===== src/rtl/core/ak27_pkg.sv =====
// ---------------------------------------------------------------------------
// ak27_pkg: shared types and constants for the 27-letter autokey decryptor
// Alphabet A-N, N-tilde, O-Z; op codes, status codes, prefix codes, the
// byte-to-symbol decoder and the symbol-to-letter table.
// ---------------------------------------------------------------------------
package ak27_pkg;

   localparam int KEY_DEPTH_DEF = 64;
   localparam int SYM_COUNT     = 27;

   localparam logic [4:0] SYM_ENYE      = 5'd14;
   localparam logic [7:0] BYTE_TILDE    = 8'h7E;
   localparam logic [7:0] BYTE_UTF8_C3  = 8'hC3;
   localparam logic [7:0] BYTE_UTF8_91  = 8'h91;
   localparam logic [7:0] BYTE_N        = 8'h4E;
   localparam logic [7:0] BYTE_HASH     = 8'h23;
   localparam logic [7:0] BYTE_A        = 8'h41;
   localparam logic [7:0] BYTE_O        = 8'h4F;
   localparam logic [7:0] BYTE_Z        = 8'h5A;

   typedef enum logic [1:0] {
      OP_LOAD    = 2'd0,
      OP_DECRYPT = 2'd1,
      OP_CLEAR   = 2'd2,
      OP_IDLE    = 2'd3
   } op_type;

   typedef enum logic [1:0] {
      ST_OK      = 2'd0,
      ST_INVALID = 2'd1,
      ST_EMPTY   = 2'd2,
      ST_FULL    = 2'd3
   } status_type;

   typedef enum logic [1:0] {
      PFX_NONE  = 2'd0,
      PFX_TILDE = 2'd1,
      PFX_C3    = 2'd2
   } prefix_type;

   // One accepted transaction handed from the issue stage to the ring stage
   typedef struct packed {
      logic       valid;    // transaction yields a result
      logic       decrypt;  // successful decrypt: key comes from the ring
      status_type status;
      logic       we;       // ring entry gets written
      logic       fwd;      // key must come from the write in flight
   } issue_ctl_type;

   // Ring stage occupancy seen by the issue stage
   typedef struct packed {
      logic valid;
      logic leave;
      logic we;
   } ring_ctl_type;

   localparam logic [7:0] ALPHA_TAB [SYM_COUNT] = '{
      8'h41, 8'h42, 8'h43, 8'h44, 8'h45, 8'h46, 8'h47, 8'h48, 8'h49,
      8'h4A, 8'h4B, 8'h4C, 8'h4D, 8'h4E, 8'h23, 8'h4F, 8'h50, 8'h51,
      8'h52, 8'h53, 8'h54, 8'h55, 8'h56, 8'h57, 8'h58, 8'h59, 8'h5A
   };

   // Map a single byte to {known, symbol}
   function automatic logic [5:0] sym_of_byte(input logic [7:0] b);
      logic [5:0] r;
      r = 6'd0;
      if (b >= BYTE_A && b <= BYTE_N) begin
         r = {1'b1, 5'(b - BYTE_A)};
      end else if (b == BYTE_HASH) begin
         r = {1'b1, SYM_ENYE};
      end else if (b >= BYTE_O && b <= BYTE_Z) begin
         r = {1'b1, 5'(b - BYTE_O + 8'd15)};
      end
      return r;
   endfunction

   function automatic logic [7:0] letter_of_sym(input logic [4:0] s);
      logic [7:0] r;
      r = 8'h00;
      if (s < 5'(SYM_COUNT)) begin
         r = ALPHA_TAB[s];
      end
      return r;
   endfunction

endpackage


===== src/rtl/core/ak27_req_bus.sv =====
// ---------------------------------------------------------------------------
// ak27_req_bus: request channel
// Valid/ready channel carrying an op code and one data byte.
// ---------------------------------------------------------------------------
interface ak27_req_bus;
   logic       valid;
   logic       ready;
   logic [1:0] op;
   logic [7:0] data_byte;

   modport source (output valid, output op, output data_byte, input ready);
   modport sink   (input valid, input op, input data_byte, output ready);
endinterface


===== src/rtl/core/ak27_rsp_bus.sv =====
// ---------------------------------------------------------------------------
// ak27_rsp_bus: response channel
// Valid/ready channel carrying one plaintext byte with index and status.
// ---------------------------------------------------------------------------
interface ak27_rsp_bus;
   logic       valid;
   logic       ready;
   logic [7:0] out_byte;
   logic [4:0] plain_index;
   logic [1:0] status;
   logic       last;

   modport source (output valid, output out_byte, output plain_index,
                   output status, output last, input ready);
   modport sink   (input valid, input out_byte, input plain_index,
                   input status, input last, output ready);
endinterface


===== src/rtl/core/autokey_decrypt_27_letter.sv =====
// ---------------------------------------------------------------------------
// autokey_decrypt_27_letter: autokey decryptor over a 27-letter alphabet
// Loads primer key symbols into a key ring, decrypts ciphertext bytes with
// the oldest key symbol and appends each plaintext symbol to the ring.
//
//   channel  | dir | payload                                  | handshake
//   req_bus  | in  | op[1:0], data_byte[7:0]                  | valid/ready
//   rsp_bus  | out | out_byte[7:0], plain_index[4:0],         | valid/ready
//            |     | status[1:0], last                        |
//
// One transaction per cycle unless the response side stalls; a decrypted
// N-tilde occupies the response port as two bytes (C3 then 91). A request
// passes the registered key ring read, then the response register. A ring
// read of the slot being written the same cycle takes the key from the
// write in flight. Synchronous reset clears head, count, pending prefix
// and the pipeline valids; the ring itself is not cleared. A stalled
// response holds the ring stage, which then holds the request side.
// ---------------------------------------------------------------------------
module autokey_decrypt_27_letter #(
   parameter int KEY_DEPTH = ak27_pkg::KEY_DEPTH_DEF
) (
   input logic        clock,
   input logic        reset,
   ak27_req_bus.sink  req_bus,
   ak27_rsp_bus.source rsp_bus
);
   import ak27_pkg::*;

   localparam int PTR_W = (KEY_DEPTH > 1) ? $clog2(KEY_DEPTH) : 1;

   logic             req_ready;
   ring_ctl_type     ring_ctl;
   issue_ctl_type    issue_ctl;
   logic [4:0]       issue_sym;
   logic [PTR_W-1:0] issue_waddr;
   logic [PTR_W-1:0] rd_addr;
   logic [4:0]       rd_data;
   logic             ram_we;
   logic [PTR_W-1:0] ram_waddr;
   logic [4:0]       ram_wdata;

   assign req_bus.ready = req_ready;

   ak27_issue #(
      .KEY_DEPTH (KEY_DEPTH),
      .PTR_W     (PTR_W)
   ) u_issue (
      .clock         (clock),
      .reset         (reset),
      .req_valid     (req_bus.valid),
      .req_op        (req_bus.op),
      .req_data_byte (req_bus.data_byte),
      .req_ready     (req_ready),
      .ring_ctl      (ring_ctl),
      .ring_waddr    (ram_waddr),
      .issue_ctl     (issue_ctl),
      .issue_sym     (issue_sym),
      .issue_waddr   (issue_waddr),
      .rd_addr       (rd_addr)
   );

   ak27_key_ram #(
      .KEY_DEPTH (KEY_DEPTH),
      .PTR_W     (PTR_W)
   ) u_key_ram (
      .clock   (clock),
      .wr_en   (ram_we),
      .wr_addr (ram_waddr),
      .wr_data (ram_wdata),
      .rd_en   (issue_ctl.decrypt),
      .rd_addr (rd_addr),
      .rd_data (rd_data)
   );

   ak27_emit #(
      .PTR_W (PTR_W)
   ) u_emit (
      .clock           (clock),
      .reset           (reset),
      .issue_ctl       (issue_ctl),
      .issue_sym       (issue_sym),
      .issue_waddr     (issue_waddr),
      .rd_data         (rd_data),
      .ring_ctl        (ring_ctl),
      .ram_we          (ram_we),
      .ram_waddr       (ram_waddr),
      .ram_wdata       (ram_wdata),
      .rsp_valid       (rsp_bus.valid),
      .rsp_ready       (rsp_bus.ready),
      .rsp_out_byte    (rsp_bus.out_byte),
      .rsp_plain_index (rsp_bus.plain_index),
      .rsp_status      (rsp_bus.status),
      .rsp_last        (rsp_bus.last)
   );

`ifndef NO_ASSERTIONS
   // A transaction enters the ring stage only when the request is accepted
   a_issue_on_accept: assert property (@(posedge clock) disable iff (reset)
      issue_ctl.valid |-> (req_bus.valid && req_ready))
      else $error("ring stage loaded without an accepted request");

   // A read of the slot written this cycle must be marked for forwarding
   a_fwd_on_collision: assert property (@(posedge clock) disable iff (reset)
      (issue_ctl.decrypt && ram_we && (ram_waddr == rd_addr)) |-> issue_ctl.fwd)
      else $error("read-during-write on key ring without forwarding");

   // Write-back only happens while the ring stage drains
   a_write_on_leave: assert property (@(posedge clock) disable iff (reset)
      ram_we |-> (ring_ctl.valid && ring_ctl.leave))
      else $error("key ring written outside a ring stage drain");

   // Error responses carry no plaintext
   a_error_payload: assert property (@(posedge clock) disable iff (reset)
      (rsp_bus.valid && (rsp_bus.status != ST_OK)) |->
         ((rsp_bus.out_byte == 8'h00) && (rsp_bus.plain_index == 5'd0)
          && rsp_bus.last))
      else $error("error response with plaintext payload");
`endif

endmodule


===== src/rtl/core/ak27_key_ram.sv =====
// ---------------------------------------------------------------------------
// ak27_key_ram: key ring storage
// One write port, one read port, read data registered.
// ---------------------------------------------------------------------------
module ak27_key_ram #(
   parameter int KEY_DEPTH = 64,
   parameter int PTR_W     = 6
) (
   input  logic             clock,
   input  logic             wr_en,
   input  logic [PTR_W-1:0] wr_addr,
   input  logic [4:0]       wr_data,
   input  logic             rd_en,
   input  logic [PTR_W-1:0] rd_addr,
   output logic [4:0]       rd_data
);

   logic [4:0] mem [KEY_DEPTH];
   logic [4:0] rd_data_ff;

   // Write port
   always_ff @(posedge clock) begin
      if (wr_en) begin
         mem[wr_addr] <= wr_data;
      end
   end

   // Registered read port; holds data while no read is issued
   always_ff @(posedge clock) begin
      if (rd_en) begin
         rd_data_ff <= mem[rd_addr];
      end
   end

   assign rd_data = rd_data_ff;

endmodule


===== src/rtl/core/ak27_issue.sv =====
// ---------------------------------------------------------------------------
// ak27_issue: input decode and ring pointer control
// Decodes the byte and prefix, keeps head, count and pending prefix, and
// issues the ring read and the write slot for each accepted transaction.
// ---------------------------------------------------------------------------
module ak27_issue #(
   parameter int KEY_DEPTH = 64,
   parameter int PTR_W     = 6
) (
   input  logic                     clock,
   input  logic                     reset,
   input  logic                     req_valid,
   input  logic [1:0]               req_op,
   input  logic [7:0]               req_data_byte,
   output logic                     req_ready,
   input  ak27_pkg::ring_ctl_type   ring_ctl,
   input  logic [PTR_W-1:0]         ring_waddr,
   output ak27_pkg::issue_ctl_type  issue_ctl,
   output logic [4:0]               issue_sym,
   output logic [PTR_W-1:0]         issue_waddr,
   output logic [PTR_W-1:0]         rd_addr
);
   import ak27_pkg::*;

   localparam int CNT_W = $clog2(KEY_DEPTH + 1);
   localparam int SUM_W = CNT_W + 1;

   logic [PTR_W-1:0] head_ff, head_in;
   logic [CNT_W-1:0] count_ff, count_in;
   prefix_type       prefix_ff, prefix_in;

   logic             accept;
   op_type           op_s;
   logic [5:0]       dec;
   logic             has_result;
   logic             sym_ok;
   logic [4:0]       sym_v;
   prefix_type       pfx_after;
   logic [SUM_W-1:0] sum;
   logic [PTR_W-1:0] tail;
   logic [PTR_W-1:0] head_next;
   logic             full;
   logic             empty;

   // Accept whenever the ring stage is free or drains this cycle
   assign req_ready = !ring_ctl.valid || ring_ctl.leave;
   assign accept    = req_valid && req_ready;
   assign op_s      = op_type'(req_op);
   assign rd_addr   = head_ff;

   // Ring slot arithmetic: tail = (head + count) mod depth
   always_comb begin
      sum = SUM_W'(head_ff) + SUM_W'(count_ff);
      if (sum >= SUM_W'(KEY_DEPTH)) begin
         sum = sum - SUM_W'(KEY_DEPTH);
      end
      tail      = sum[PTR_W-1:0];
      head_next = (head_ff == PTR_W'(KEY_DEPTH - 1)) ? '0 : head_ff + 1'b1;
      full      = (count_ff == CNT_W'(KEY_DEPTH));
      empty     = (count_ff == '0);
   end

   // Decode byte against the pending prefix
   always_comb begin
      dec        = sym_of_byte(req_data_byte);
      has_result = 1'b1;
      sym_ok     = 1'b0;
      sym_v      = SYM_ENYE;
      pfx_after  = PFX_NONE;
      unique case (prefix_ff)
         PFX_TILDE: begin
            sym_ok = (req_data_byte == BYTE_N);
         end
         PFX_C3: begin
            sym_ok = (req_data_byte == BYTE_UTF8_91);
         end
         default: begin
            if (req_data_byte == BYTE_TILDE) begin
               has_result = 1'b0;
               pfx_after  = PFX_TILDE;
            end else if (req_data_byte == BYTE_UTF8_C3) begin
               has_result = 1'b0;
               pfx_after  = PFX_C3;
            end else begin
               sym_ok = dec[5];
               sym_v  = dec[4:0];
            end
         end
      endcase
   end

   // Next pointer state and the transaction handed to the ring stage
   always_comb begin
      head_in     = head_ff;
      count_in    = count_ff;
      prefix_in   = prefix_ff;
      issue_ctl   = '0;
      issue_sym   = sym_v;
      issue_waddr = tail;
      if (accept) begin
         unique case (op_s) inside
            OP_CLEAR: begin
               head_in   = '0;
               count_in  = '0;
               prefix_in = PFX_NONE;
            end
            OP_LOAD, OP_DECRYPT: begin
               prefix_in       = pfx_after;
               issue_ctl.valid = has_result;
               if (has_result) begin
                  if (!sym_ok) begin
                     issue_ctl.status = ST_INVALID;
                  end else if (op_s == OP_LOAD) begin
                     if (full) begin
                        issue_ctl.status = ST_FULL;
                     end else begin
                        issue_ctl.status = ST_OK;
                        issue_ctl.we     = 1'b1;
                        count_in         = count_ff + 1'b1;
                     end
                  end else if (empty) begin
                     issue_ctl.status = ST_EMPTY;
                  end else begin
                     issue_ctl.status  = ST_OK;
                     issue_ctl.we      = 1'b1;
                     issue_ctl.decrypt = 1'b1;
                     issue_ctl.fwd     = ring_ctl.valid && ring_ctl.we &&
                                         (ring_waddr == head_ff);
                     head_in           = head_next;
                  end
               end
            end
            default: begin
            end
         endcase
      end
   end

   // Hold pointer state
   always_ff @(posedge clock) begin
      if (reset) begin
         head_ff   <= '0;
         count_ff  <= '0;
         prefix_ff <= PFX_NONE;
      end else begin
         head_ff   <= head_in;
         count_ff  <= count_in;
         prefix_ff <= prefix_in;
      end
   end

endmodule


===== src/rtl/core/ak27_emit.sv =====
// ---------------------------------------------------------------------------
// ak27_emit: ring stage and response register
// Takes the key from the ring read (or the forwarded write), computes the
// plaintext symbol, writes it or a loaded key symbol back at the tail and
// sequences the response bytes, two of them for N-tilde.
// ---------------------------------------------------------------------------
module ak27_emit #(
   parameter int PTR_W = 6
) (
   input  logic                     clock,
   input  logic                     reset,
   input  ak27_pkg::issue_ctl_type  issue_ctl,
   input  logic [4:0]               issue_sym,
   input  logic [PTR_W-1:0]         issue_waddr,
   input  logic [4:0]               rd_data,
   output ak27_pkg::ring_ctl_type   ring_ctl,
   output logic                     ram_we,
   output logic [PTR_W-1:0]         ram_waddr,
   output logic [4:0]               ram_wdata,
   output logic                     rsp_valid,
   input  logic                     rsp_ready,
   output logic [7:0]               rsp_out_byte,
   output logic [4:0]               rsp_plain_index,
   output logic [1:0]               rsp_status,
   output logic                     rsp_last
);
   import ak27_pkg::*;

   // Ring stage registers
   logic             s1_valid_ff;
   logic             s1_decrypt_ff;
   logic             s1_we_ff;
   logic             s1_fwd_ff;
   status_type       s1_status_ff;
   logic [4:0]       s1_sym_ff;
   logic [4:0]       s1_fwd_data_ff;
   logic [PTR_W-1:0] s1_waddr_ff;

   // Response registers
   logic             o_valid_ff;
   logic             o_dec_ff;
   logic             o_beat_ff;
   status_type       o_status_ff;
   logic [4:0]       o_idx_ff;

   logic       [4:0] key;
   logic       [5:0] diff;
   logic       [4:0] plain;
   logic             o_two;
   logic             o_last;
   logic             rsp_fire;
   logic             o_done;
   logic             s1_leave;

   // Plaintext symbol: (cipher - key) mod 27
   always_comb begin
      key  = s1_fwd_ff ? s1_fwd_data_ff : rd_data;
      diff = {1'b0, s1_sym_ff} + 6'(SYM_COUNT) - {1'b0, key};
      if (s1_sym_ff >= key) begin
         plain = s1_sym_ff - key;
      end else begin
         plain = diff[4:0];
      end
   end

   // Response sequencing
   assign o_two    = o_dec_ff && (o_idx_ff == SYM_ENYE);
   assign o_last   = !(o_two && !o_beat_ff);
   assign rsp_fire = o_valid_ff && rsp_ready;
   assign o_done   = rsp_fire && o_last;
   assign s1_leave = s1_valid_ff && (!o_valid_ff || o_done);

   // Write back on leaving the ring stage
   assign ram_we    = s1_leave && s1_we_ff;
   assign ram_waddr = s1_waddr_ff;
   assign ram_wdata = s1_decrypt_ff ? plain : s1_sym_ff;

   assign ring_ctl.valid = s1_valid_ff;
   assign ring_ctl.leave = s1_leave;
   assign ring_ctl.we    = s1_we_ff;

   // Advance the ring stage
   always_ff @(posedge clock) begin
      if (reset) begin
         s1_valid_ff <= 1'b0;
      end else if (issue_ctl.valid) begin
         s1_valid_ff <= 1'b1;
      end else if (s1_leave) begin
         s1_valid_ff <= 1'b0;
      end
   end

   // Capture transaction payload, and the in-flight write when forwarding
   always_ff @(posedge clock) begin
      if (issue_ctl.valid) begin
         s1_decrypt_ff  <= issue_ctl.decrypt;
         s1_we_ff       <= issue_ctl.we;
         s1_fwd_ff      <= issue_ctl.fwd;
         s1_status_ff   <= issue_ctl.status;
         s1_sym_ff      <= issue_sym;
         s1_waddr_ff    <= issue_waddr;
         s1_fwd_data_ff <= ram_wdata;
      end
   end

   // Load, step and drop the response register
   always_ff @(posedge clock) begin
      if (reset) begin
         o_valid_ff <= 1'b0;
         o_beat_ff  <= 1'b0;
      end else if (s1_leave) begin
         o_valid_ff <= 1'b1;
         o_beat_ff  <= 1'b0;
      end else if (o_done) begin
         o_valid_ff <= 1'b0;
      end else if (rsp_fire) begin
         o_beat_ff <= 1'b1;
      end
   end

   always_ff @(posedge clock) begin
      if (s1_leave) begin
         o_dec_ff    <= s1_decrypt_ff;
         o_status_ff <= s1_status_ff;
         o_idx_ff    <= s1_decrypt_ff ? plain : 5'd0;
      end
   end

   // Drive response payload
   always_comb begin
      if (!o_dec_ff) begin
         rsp_out_byte = 8'h00;
      end else if (o_two) begin
         rsp_out_byte = o_beat_ff ? BYTE_UTF8_91 : BYTE_UTF8_C3;
      end else begin
         rsp_out_byte = letter_of_sym(o_idx_ff);
      end
   end

   assign rsp_valid       = o_valid_ff;
   assign rsp_plain_index = o_idx_ff;
   assign rsp_status      = o_status_ff;
   assign rsp_last        = o_last;

endmodule

===== src/flat_wrapper.sv =====
// flat-port wrapper written by rule: the top's interface ports become plain ports
module autokey_decrypt_27_letter_flat import ak27_pkg::*;
#(
   parameter int KEY_DEPTH = ak27_pkg::KEY_DEPTH_DEF
)
  (clock, reset, req_bus_valid, req_bus_op, req_bus_data_byte, req_bus_ready, rsp_bus_valid, rsp_bus_out_byte, rsp_bus_plain_index, rsp_bus_status, rsp_bus_last, rsp_bus_ready);
  ak27_req_bus req_bus_i ();
  ak27_rsp_bus rsp_bus_i ();
  input logic clock;
  input logic reset;
  input wire logic [$bits(req_bus_i.valid)-1:0] req_bus_valid;
  input wire logic [$bits(req_bus_i.op)-1:0] req_bus_op;
  input wire logic [$bits(req_bus_i.data_byte)-1:0] req_bus_data_byte;
  output wire logic [$bits(req_bus_i.ready)-1:0] req_bus_ready;
  output wire logic [$bits(rsp_bus_i.valid)-1:0] rsp_bus_valid;
  output wire logic [$bits(rsp_bus_i.out_byte)-1:0] rsp_bus_out_byte;
  output wire logic [$bits(rsp_bus_i.plain_index)-1:0] rsp_bus_plain_index;
  output wire logic [$bits(rsp_bus_i.status)-1:0] rsp_bus_status;
  output wire logic [$bits(rsp_bus_i.last)-1:0] rsp_bus_last;
  input wire logic [$bits(rsp_bus_i.ready)-1:0] rsp_bus_ready;
  assign req_bus_i.valid = req_bus_valid;
  assign req_bus_i.op = req_bus_op;
  assign req_bus_i.data_byte = req_bus_data_byte;
  assign req_bus_ready = req_bus_i.ready;
  assign rsp_bus_valid = rsp_bus_i.valid;
  assign rsp_bus_out_byte = rsp_bus_i.out_byte;
  assign rsp_bus_plain_index = rsp_bus_i.plain_index;
  assign rsp_bus_status = rsp_bus_i.status;
  assign rsp_bus_last = rsp_bus_i.last;
  assign rsp_bus_i.ready = rsp_bus_ready;
  autokey_decrypt_27_letter #(.KEY_DEPTH(KEY_DEPTH)) u_core (.clock(clock), .reset(reset), .req_bus(req_bus_i), .rsp_bus(rsp_bus_i));
endmodule

===== config.mk =====
export PLATFORM = sky130hd
export DESIGN_NAME = autokey_decrypt_27_letter_flat
export DESIGN_NICKNAME = d
export VERILOG_FILES = /design/src/rtl/core/ak27_pkg.sv /design/src/rtl/core/ak27_req_bus.sv /design/src/rtl/core/ak27_rsp_bus.sv /design/src/rtl/core/autokey_decrypt_27_letter.sv /design/src/rtl/core/ak27_key_ram.sv /design/src/rtl/core/ak27_issue.sv /design/src/rtl/core/ak27_emit.sv /design/src/flat_wrapper.sv
export SDC_FILE = /design/constraint.sdc
export NUM_CORES = 1
export LEC_CHECK = 0
export BUFFER_PORTS_ARGS = -buffer_cell sky130_fd_sc_hd__buf_2
export CORE_MARGIN = 2
export CORE_UTILIZATION = 45
export DETAILED_ROUTE_END_ITERATION = 10
export HOLD_SLACK_MARGIN = 0.08
export PLACE_DENSITY = 0.62
export SYNTH_ARGS = -nofsm -noshare
export SYNTH_HDL_FRONTEND = slang
export SYNTH_SLANG_ARGS = --single-unit

===== constraint.sdc =====
create_clock -name clock -period 4.5 [get_ports clock]
set_clock_uncertainty 0.05 [all_clocks]
set_input_delay 0.9 -clock clock [delete_from_list [all_inputs] [get_ports clock]]
set_output_delay 0.9 -clock clock [all_outputs]
set_load 0.05 [all_outputs]

Yosys cells after proc, flatten, opt, wreduce, memory -nomap -nowiden

Memory sizes are Yosys's and may differ from the RTL's. A register that Yosys moved wholly into a read port is not among the register bits.
Index checks and enable logic that the tools add are counted.

Register bits: 47
RAM bits: 320
ROM bits: 256
Input port bits: 14
Output and inout bits: 18
Word-level logic and storage cells: 149
Memories: 2

Memory list:

| memory               | depth | bits a word | read ports | clocked after memory_dff | wr ports | RTL line           | source |
|---|---|---|---|---|---|---|---|
| u_core.u_key_ram.mem | 64    | 5           | 1          | 1                        | 1        | ak27_key_ram.sv:18 | `logic [4:0] mem [KEY_DEPTH];` |
| (no name shown)      | 32    | 8           | 1          | 0                        | 0        | ak27_pkg.sv:81     | `r = ALPHA_TAB[s];` |

$add $sub $neg: 10
$lt $le $gt $ge: 8
Equality and inequality tests: 19
Mux-type cells: 54
Bitwise gates (word level): 6
Reduce and logical (&&, ||, !) cells: 33

Operator list:

| kind                  | count |
|---|---|
| $mux W6               | 11 |
| $mux W8               | 5 |
| $mux W7               | 5 |
| $ge A8 B7 Y1 const B  | 3 |
| $mux W5               | 4 |
| $eq A8 B7 Y1 const B  | 2 |
| $eq A8 B8 Y1 const B  | 2 |
| $le A8 B7 Y1 const B  | 2 |
| $mux W1               | 16 |
| $mux W2               | 8 |
| $pmux W7 S2           | 1 |
| $ne A2 B2 Y1 const B  | 6 |
| $pmux W6 S2           | 1 |
| $reduce_and A6 Y1     | 2 |
| $logic_and A1 B1 Y1   | 11 |
| $sub A5 B5 Y5         | 2 |
| $add A6 B7 Y8         | 1 |
| $eq A8 B6 Y1 const B  | 1 |
| $add A7 B1 Y7 const B | 1 |
| $eq A7 B7 Y1 const B  | 1 |
| $logic_not A7 Y1      | 1 |
| $add A6 B1 Y6 const B | 1 |
| $eq A6 B6 Y1          | 1 |
| $eq A6 B6 Y1 const B  | 1 |
| other kinds (26)      | 41 |

Depth between registers and ports, before layout

Depth in word-level cells: 13
Mapped depth: 11
Mapped depth without buffers: 10

Hierarchy

From an unflattened synthesis, not the netlist that was laid out.

Cells, all modules: 1011
Area total of the unflattened synthesis: 16437.0 um^2

Modules (own cells, without submodules):

| module       | times used | cells each | area an instance (um^2) | sequential area each (um^2) |
|---|---|---|---|---|
| ak27_key_ram | 1          | 610        | 12818.5                 | 9759.4 |
| ak27_emit    | 1          | 168        | 1896.8                  | 930.9 |
| ak27_issue   | 1          | 233        | 1721.7                  | 300.3 |

Worst setup path after synthesis

Ideal clock, no wire load.

Path kind: reg2reg
Start point: register u_core.u_emit.s1_fwd_ff
End point: register u_core.u_emit.s1_fwd_data_ff[3], data pin
Library setup time: 568 ps
Arrival: 4183 ps
Data required time: 3882 ps
Slack: -301 ps
Cell stages (with the launch flop): 10
Buffers on the path: 1
Clock period less this slack: 4801 ps
Cell sequence: edfxtp_1 clkbuf_1 mux2i_1 ha_1 fa_1 a31o_2 a21o_1 a21oi_1 mux2i_1 mux2i_1

Word-level cells in the longest chain between the ends: 4
Elaborated cells between the ends (all ways): 6
Those cells by class: 2 x add/sub; 1 x order compare; 3 x mux

Ends and longest elaborated chain:

| item                                        | RTL line                        | source |
|---|---|---|
| from (decl)                                 | ak27_emit.sv:33                 | `logic s1_fwd_ff;` |
| from (signal assigned)                      | ak27_emit.sv:98                 | `s1_fwd_ff <= issue_ctl.fwd;` |
| $mux W5 (*)                                 | ak27_emit.sv:57                 | `key = s1_fwd_ff ? s1_fwd_data_ff : rd_data;` |
| $sub A5 B5 Y5, or another cell as far along | ak27_emit.sv:58                 | `diff = {1'b0, s1_sym_ff} + 6'(SYM_COUNT) - {1'b0, key};` |
| $mux W5 (*)                                 | ak27_emit.sv:59                 | `if (s1_sym_ff >= key) begin` |
| $mux W5 (*)                                 | ak27_emit.sv:76                 | `assign ram_wdata = s1_decrypt_ff ? plain : s1_sym_ff;` |
| via u_core.ram_wdata[3]                     | autokey_decrypt_27_letter.sv:40 | `logic [4:0] ram_wdata;` |
| to (signal assigned)                        | ak27_emit.sv:102                | `s1_fwd_data_ff <= ram_wdata;` |
| to (decl)                                   | ak27_emit.sv:36                 | `logic [4:0] s1_fwd_data_ff;` |

The timed path passes the listed nets; every way through them passes the cells marked *.
A chain may end at the register's enable or synchronous reset.

Worst setup path in the final report

Start point: register u_core.u_emit.s1_fwd_ff
End point: memory u_core.u_key_ram.mem[58][1], data pin

Word-level cells in the longest chain between the ends: 4
Elaborated cells between the ends (all ways): 6
Those cells by class: 2 x add/sub; 1 x order compare; 3 x mux

Ends and longest elaborated chain:

| item                                        | RTL line |
|---|---|
| $mux W5 (*)                                 | ak27_emit.sv:57 |
| $sub A5 B5 Y5, or another cell as far along | ak27_emit.sv:58 |
| $mux W5 (*)                                 | ak27_emit.sv:59 |
| $mux W5 (*)                                 | ak27_emit.sv:76 |
| via u_core.ram_wdata[1]                     | autokey_decrypt_27_letter.sv:40 |
| to (decl)                                   | ak27_key_ram.sv:18 |

Marks and branches as above.

==> summary.txt <==
Floorplan
  – Die Span Y: 194 microns
  – # rows: 69
  – Initial Util: a little under half
  – Die area: 37800 sq um
  – CORE AREA: 35700 sq um
  – Die W: 194 microns
  – # IOs: 32

Logic synthesis
  – Synth warn: 0
  – Synth Instances: 957
  – Syn avg cell area: ~17 sq um
  – Number of synthesized register bits: 372
  – Synthesized area: 16300 sq um
  – Async set or reset register ratio after synthesis: 0%
  – Primary FF master, synth: edfxtp_1
  – Post-synth EDFFs: 354
  – Syn_nets: 1009
  – Sequential fraction of the synthesis area: roughly two thirds
  – Top post-synthesis cells by area: edfxtp_1, mux4_2, ha_1, nor2_1, dfxtp_1
  – Biggest area consumer among synthesized cells: edfxtp_1
  – Top cell type's share of synthesized area: 65.2%
  – Number of library cell types mapped by synthesis: 72

Cells and area
  – Fin cells: 1490
  – Number of fillers in the final layout: 2888
  – Design area: 18400 sq um
  – Ant. Diodes: 0
  – Layout cells sized above 1: 23.2%
  – Area grow syn2layout: 13.0%
  – Fin nets: 1049

Global route
  – Met3 Track Usage GR: 3.47%
  – First-pass GRT wire length: 53100 microns
  – Met2 GRT Util: 29.5%
  – Total gr overflow: 0
  – Vias in the first global route: 8741
  – GRT busiest layer: met2
  – Initial antenna violation count: 0
  – GR Layer Usage met1: 26.3%
  – GRT Resource Usage Total: a little under a fifth
  – Largest net degree at the start of global routing: 66

Detailed routing
  – ANT nets after route: 0
  – Vias per cell: slightly below 6
  – Via count: between 8000 and 9000
  – DR WL/cell: about 23 microns
  – Post-Route WL: 34100 microns
  – DRC violations left: 6
  – Initial DRC count: around 640
  – First-pass iteration count of the detailed router: 10

Worst setup path
  – Crit path launch type: flip-flop
  – Max FO, Critical Path: 28
  – Crit Path Class: reg2reg
  – Critical Path Sink Type: flip-flop
  – Crit-path max cell delay: approximately 0.62 ns
  – Crit-path cells: mux2i_1 -> ha_1 -> fa_1 -> a31o_2 -> a21o_1 -> a21oi_1 -> mux2i_1 -> mux2_2 -> buf_4
  – CP max-delay cell: mux2_2
  – Crit path DAT: 4.00 ns
  – Crit-path most repeated cell: mux2i_1
  – Critical path required time: 4.82 ns

Power and ir drop
  – VDD IR max: 0.000256 V
  – Pwr/cell area: 412 nW/um^2
  – Pleak: a little under 6 nW

Timing
  – Setup-failing EPs final: 0
  – Peak Freq: 0.271 GHz
  – Worst slew pin tran: 1.03 ns
  – Final Critical Period: 3.68 ns
  – Setup TNS Final: 0 ns
  – RSZ-0062 raised after global routing: false
  – Max_slew headroom: 31.4%
  – Final Hold Fails: 0
  – Crit share post-route: 81.9%
  – Final Max Tran Viols: 0

CTS
  – Post-CTS Setup Inserts: 0
  – PostCTS Resize Cnt: 0
  – Total CTS buffers: 40
  – Clk pin slew, worst setup/hold paths: 0.06 ns
  – Clk Tree Root Cell: clkbuf_16
  – Max Root-Sink Buffers: 3
  – H-Tree Depth: 2
  – CTS Hold Buffers Added: 0
  – Clock sink count: 372
  – Clk_lat worst skew: 0.56 ns
  – CTS tree: yes

Placement
  – Buffers on Ports: 30
  – Dpl cell area: 17000 sq um
  – Placer Congestion: 0.792
  – Dpl hpwl: 21300 microns
  – Placed cells: between 1000 and 1500

Flow run
  – Max Cap Viol: 0

Outcome
  – Status: finished, violations left
  – Failing checks: DRC

Worst hold path
  – Hold Path Class: reg2reg
-- worst paths after layout --
path | from | end | slack [ns] | cells past startpoint
setup / recovery | u_core.u_emit.s1_fwd_ff | u_core.u_key_ram.mem[58][1] | 0.82 | 9
hold / removal | u_core.u_emit.s1_status_ff[1] | u_core.u_emit.rsp_status[1] | 0.38 | 0
setup reg to reg | u_core.u_emit.s1_fwd_ff | u_core.u_key_ram.mem[58][1] | 0.82 | 9
hold reg to reg | u_core.u_emit.s1_status_ff[1] | u_core.u_emit.rsp_status[1] | 0.38 | 0
-- Yosys cell counts (7+ instances only) --
cell type and count:
mux4_2 100, o21ai_0 12, edfxtp_1 354, a21oi_1 23, o211ai_1 9, buf_2 14
nand2_1 34, nor2b_1 10, inv_1 37, mux2i_1 12, buf_1 8, nor2_1 106
ha_1 34, and2_1 8, clkbuf_1 20, nor3_1 7, a22oi_1 12, xnor2_1 11
dfxtp_1 18, nand3_1 11
-- critical path: cells and delay by family, from the launching register on --
| kind | cells | cell delay (ns) |
|---|---|---|
| adders and majority gates | 2 | 0.71 |
| DFF | 1 | 0.50 |
| AOI/OAI and AO/OA | 3 | 0.82 |
| muxes | 3 | 1.08 |
| buffers and inverters | 1 | 0.35 |
-- sequential cells by signal, indices dropped and copies added (netlist names) --
signal,count
u_core.u_emit.o_beat_ff,1
u_core.u_emit.o_dec_ff,1
u_core.u_emit.ram_waddr,6
u_core.u_emit.rsp_plain_index,5
u_core.u_emit.rsp_status,2
u_core.u_emit.rsp_valid,1
u_core.u_emit.s1_decrypt_ff,1
u_core.u_emit.s1_fwd_data_ff,5
u_core.u_emit.s1_fwd_ff,1
u_core.u_emit.s1_status_ff,2
u_core.u_emit.s1_sym_ff,5
u_core.u_emit.s1_valid_ff,1
u_core.u_emit.s1_we_ff,1
u_core.u_issue.count_ff,7
u_core.u_issue.prefix_ff,2
u_core.u_issue.rd_addr,6
u_core.u_key_ram.mem,320
u_core.u_key_ram.rd_data,5
-- power by group --
group	switching (W)	internal (W)	total (W)
clock	0.00138	0.00206	0.00344
sequential	0.0000183	0.00384	0.00386
combinational	0.000205	0.0000765	0.000281
total	0.00161	0.00598	0.00759
-- routing by layer --
layer,part of all wire [%],vias up
met1,44,4395
met4,2.2,0
met3,6.5,53
met2,48,280
li1,-,3871
met5,0,-
-- cell families (layout without fill, tap and decap cells) --
kind of cell	after synthesis	after routing	synth area share (%)
DFF	372	372	67.4
and+or+nand+nor	231	231	7.17
muxes	115	115	14.8
AOI/OAI and AO/OA	102	102	4.60
buffers and inverters	82	154	2.11
adders and majority gates	38	38	3.10
xor gates and xnor gates	16	16	0.859
other	1	1	0.0230
-- layout make-up --
class | instances | area [sq um] | area share (%)
Tap cell | 461 | 577 | 3.13
Clock inverter | 30 | 388 | 2.10
Clock buffer | 44 | 1020 | 5.51
Timing Repair Buffer | 43 | 285 | 1.55
Multi-Input combinational cell | 503 | 5030 | 27.3
Sequential cell | 372 | 11000 | 59.7
Inverter | 37 | 139 | 0.753
-- layout by cell type (no fill, tap or decap), drive strengths merged, types with 5 or more instances in the layout --
cell type / netlist / routed
edfxtp: 354 / 354
nor2: 106 / 106
mux4: 100 / 100
clkbuf: 20 / 44
buf: 25 / 43
inv: 37 / 39
nand2: 35 / 35
ha: 34 / 34
a21oi: 23 / 23
dfxtp: 18 / 18
o21ai: 17 / 17
clkinv: 0 / 16
a22oi: 12 / 12
nand3: 12 / 12
mux2i: 12 / 12
xnor2: 11 / 11
nor2b: 10 / 10
o211ai: 9 / 9
and2: 8 / 8
nor3: 8 / 8
bufinv: 0 / 7
nand3b: 6 / 6
and3: 6 / 6
nand4: 6 / 6
or3: 6 / 6
a21o: 5 / 5
xor2: 5 / 5
clkinvlp: 0 / 5
o311ai: 5 / 5
a211oi: 5 / 5
-- metrics by stage --
stage	hold slack [ns]	power [W]	setup WS, ns	util [%]
6_report	0.380	0.00759	0.815	51.7
5_1_grt	0.393	0.00782	0.573	51.7
4_1_cts	0.378	0.00764	0.789	51.7
3_5_place_dp	0.363	0.00422	0.734	47.8
3_3_place_gp	0.357	0.00421	0.819	47.8
2_1_floorplan	0.350	0.00412	0.469	-
Note: power is estimated with default switching activity, not from simulation.
